==> config.mk <==
export PLATFORM = sky130hd
export DESIGN_NAME = bda_ram
export DESIGN_NICKNAME = d
export VERILOG_FILES = /design/src/design/bda_ram.sv
export SDC_FILE = /design/constraint.sdc
export NUM_CORES = 1
export LEC_CHECK = 0
export BUFFER_PORTS_ARGS = -buffer_cell sky130_fd_sc_hd__clkbuf_2
export CORE_ASPECT_RATIO = 0.9
export CORE_MARGIN = 3
export CORE_UTILIZATION = 68
export CTS_BUF_LIST = sky130_fd_sc_hd__clkbuf_8
export DETAILED_ROUTE_END_ITERATION = 7
export PLACE_DENSITY = 0.89
export SLEW_MARGIN = 20
export SYNTH_ARGS = -nofsm -noshare
export SYNTH_HDL_FRONTEND = slang
export SYNTH_SLANG_ARGS = --single-unit
==> constraint.sdc <==
create_clock -name clk -period 3.84 [get_ports clk]
set_input_delay 0.192 -clock clk [delete_from_list [all_inputs] [get_ports clk]]
set_output_delay 0.192 -clock clk [all_outputs]
set_load 0.05 [all_outputs]
==> src/design/bda_ram.sv <==
`timescale 1ns / 1ps
// ----------------------------------------------------------------------------
// bda_ram
// generic simple dual port ram, one write port, one read port with
// registered read data
// ----------------------------------------------------------------------------
module bda_ram #(
  parameter int WIDTH = 8,
  parameter int DEPTH = 16
) (
  input  logic                     clk,
  input  logic                     we,
  input  logic [$clog2(DEPTH)-1:0] waddr,
  input  logic [WIDTH-1:0]         wdata,
  input  logic                     re,
  input  logic [$clog2(DEPTH)-1:0] raddr,
  output logic [WIDTH-1:0]         rdata
);

  logic [WIDTH-1:0] mem [DEPTH];

  always_ff @(posedge clk) begin
    if (we) begin
      mem[waddr] <= wdata;
    end
    if (re) begin
      rdata <= mem[raddr];
    end
  end

endmodule

==> flow_metrics.tcl <==
set metrics [dict create \
    outcome "complete, no violations" \
    synth_compound_area_frac 0.0230 \
    utilization 0.808 \
    yosys.area_share.simple 0.0314 \
    die_h_um 89.2 \
    ys_seq_elements 136 \
    clock_path_buffers 2 \
    netlist_area_um2 5230 \
    final_antenna_net_count 0 \
    h-tree-depth 4 \
    vias_per_cell 6.81 \
    hold_ws_ns 0.172 \
    yosys_warnings 0 \
    drc 0 \
    fin_crit_sh 0.492 \
    routed_wl_um 10300 \
    ir_worst_vdd_v 0.000415 \
    mostFrequentLayoutCell "edfxtp_1" \
    ios 27 \
    total_leakage_power_uw 0.00195 \
    coreArea_um2 7260 \
    cts_setup_buffers 0 \
    drive_gt1_frac 0.282 \
    rsz0062_at_grt "no" \
    clock_sinks 136 \
    nNetsFinal 286 \
    seq_area_frac_synth 0.781 \
    dp_hpwl_um 6150 \
    cts_hold_buf 0 \
    setup-violations-final 0 \
    max_stage_delay_ns 0.58 \
    power_density_nw_per_um2 536 \
    drv_slew 0 \
    cts_tree "built" \
    worstSetupStartpointType "input port" \
    synthAdderAreaFrac 0 \
    insertion_delay_ns 0.43 \
    min_period_ns 1.89 \
    via_count 2539 \
    cp_data_arrival_time_ns 2.06 \
    hold_viol 0 \
    cts-root-buf "clkbuf_8" \
    yosys-mux-area-fraction 0.148 \
    path_class "in -> reg" \
    drt-initial-drc-count 283 \
    cts_buffers 17 \
    start_util 0.720 \
    cap_violations 0 \
    synthTopCellsByArea "edfxtp_1 (78%), mux4_2 (7.8%), mux4_1 (7.0%), a22oi_1 (2.3%), nor2_1 (0.93%)" \
    final.setup.tns_ns 0 \
    grt_util_all_layers 0.266 \
    post_cts_resized 0 \
    grt_pass1_vias 2660 \
    max-slew-margin-rel 0.252 \
    synth_area_leader_cell "edfxtp_1" \
    syn2layout_area_growth_pct 12.2 \
    grt_overflow 0 \
    synth_top_area_share 0.781 \
    timing.fmax_mhz 529 \
    finalClockSkew_ns 0.00777 \
    synthesis.nets 248 \
    multi_input_area_um2 1070 \
    nFillCells 333 \
    syn_area_per_cell_um2 22.8 \
    synth_xor_xnor_area_share 0 \
    synth_cell_types 18 \
    ff_latch_area_um2 4080 \
    critPathMaxFanout 19 \
    endpoint_kind "register" \
    placementRows 29 \
    final_cell_mix "edfxtp_1 (136), clkbuf_2 (26), mux4_2 (18)" \
    dr.pass1.iters 5 \
    syn_inst 229 \
    path_cells "clkbuf_2 -> buf_4 -> mux4_1 -> a22oi_1 -> nand2_1" \
    clkSlewWorstSetupHoldPaths_ns 0.07 \
    grt_antenna_before_repair 0 \
    crit_slowest_cell "mux4_1" \
    antenna_cells 0 \
    die_area_um2 8780 \
    required_ns 4.01 \
    grt_first_pass_wirelength_um 15900 \
    worst_pin_slew_ns 1.12 \
    gp_congestion 0.772 \
    wl_per_cell_um 27.7 \
    hp-class "in -> reg" \
    synth_top_family_by_area "multiplexers" \
    die_x_um 98.4 \
    portBuffers 26 \
    grt_max_degree 33 \
]
-- cell usage after synthesis --
master	number
clkdlybuf4s25_2	3
mux4_2	18
and2b_1	1
buf_6	3
edfxtp_1	136
or3b_2	1
nand3_1	1
nand2_1	9
buf_4	1
and2_1	1
buf_2	3
nor2b_1	1
nor3_1	4
a22oi_1	16
nand3b_1	2
nor2_1	13
mux4_1	14
nand2b_1	2
-- metal layers --
layer	vias to the layer above	track usage	share of wire
li1	1055	-	-
met1	1295	0.363	0.39
met2	166	0.414	0.50
met3	23	0.0780	0.090
met4	0	0.122	0.026
met5	-	0	0
-- power by group --
part	leakage, uW	switching [uW]	total [uW]	internal [uW]
Clock	0.000222	525	1290	764
Sequential	0.00124	10.2	1680	1670
Combinational	0.000496	112	171	58.5
-- worst max-delay path, delay by kind of cell --
| kind | cells | cell delay, ns |
|---|---|---|
| buffers and inverters | 2 | 0.90 |
| AND/OR/NAND/NOR | 1 | 0.11 |
| multiplexers | 1 | 0.58 |
| AO/OA/AOI/OAI | 1 | 0.27 |
-- state kept, by name (all words and copies together) (netlist names) --
name,cells
mem,128
rdata,8
-- logic make-up (layout without fill, tap and decap cells) --
kind of cell / after synthesis / after routing
flip-flops: 136 / 136
multiplexers: 32 / 32
AO/OA/AOI/OAI: 16 / 16
AND/OR/NAND/NOR: 35 / 35
buffers and inverters: 10 / 61
-- final cells by class --
cell class,instances,share of cell area
clock buffer,17,0.0399
clock inverter,15,0.0356
multi-input combinational,83,0.182
sequential,136,0.697
tap,93,0.0198
timing repair buffer,29,0.0260
-- final timing paths --
check	startpoint	endpoint	slack, ns	cells after the start
worst max-delay path	raddr[0]	rdata[3]	1.95	5
worst min-delay path	re	rdata[6]	0.17	1
worst max register to register	mem[11][0]	rdata[0]	2.28	3
worst min register to register	mem[12][6]	rdata[6]	0.79	3
-- stage by stage --
stage	setup slack, ns	instances	total power, uW	area [um^2]
global placement	1.51	341	1870	5420
detailed placement	1.48	341	1880	5420
floorplan	2.16	229	1820	5230
finish	1.95	373	3140	5860
global route	1.82	373	3230	5860
CTS	1.93	373	3150	5860
No activity file was read; power rests on OpenSTA's default activity.
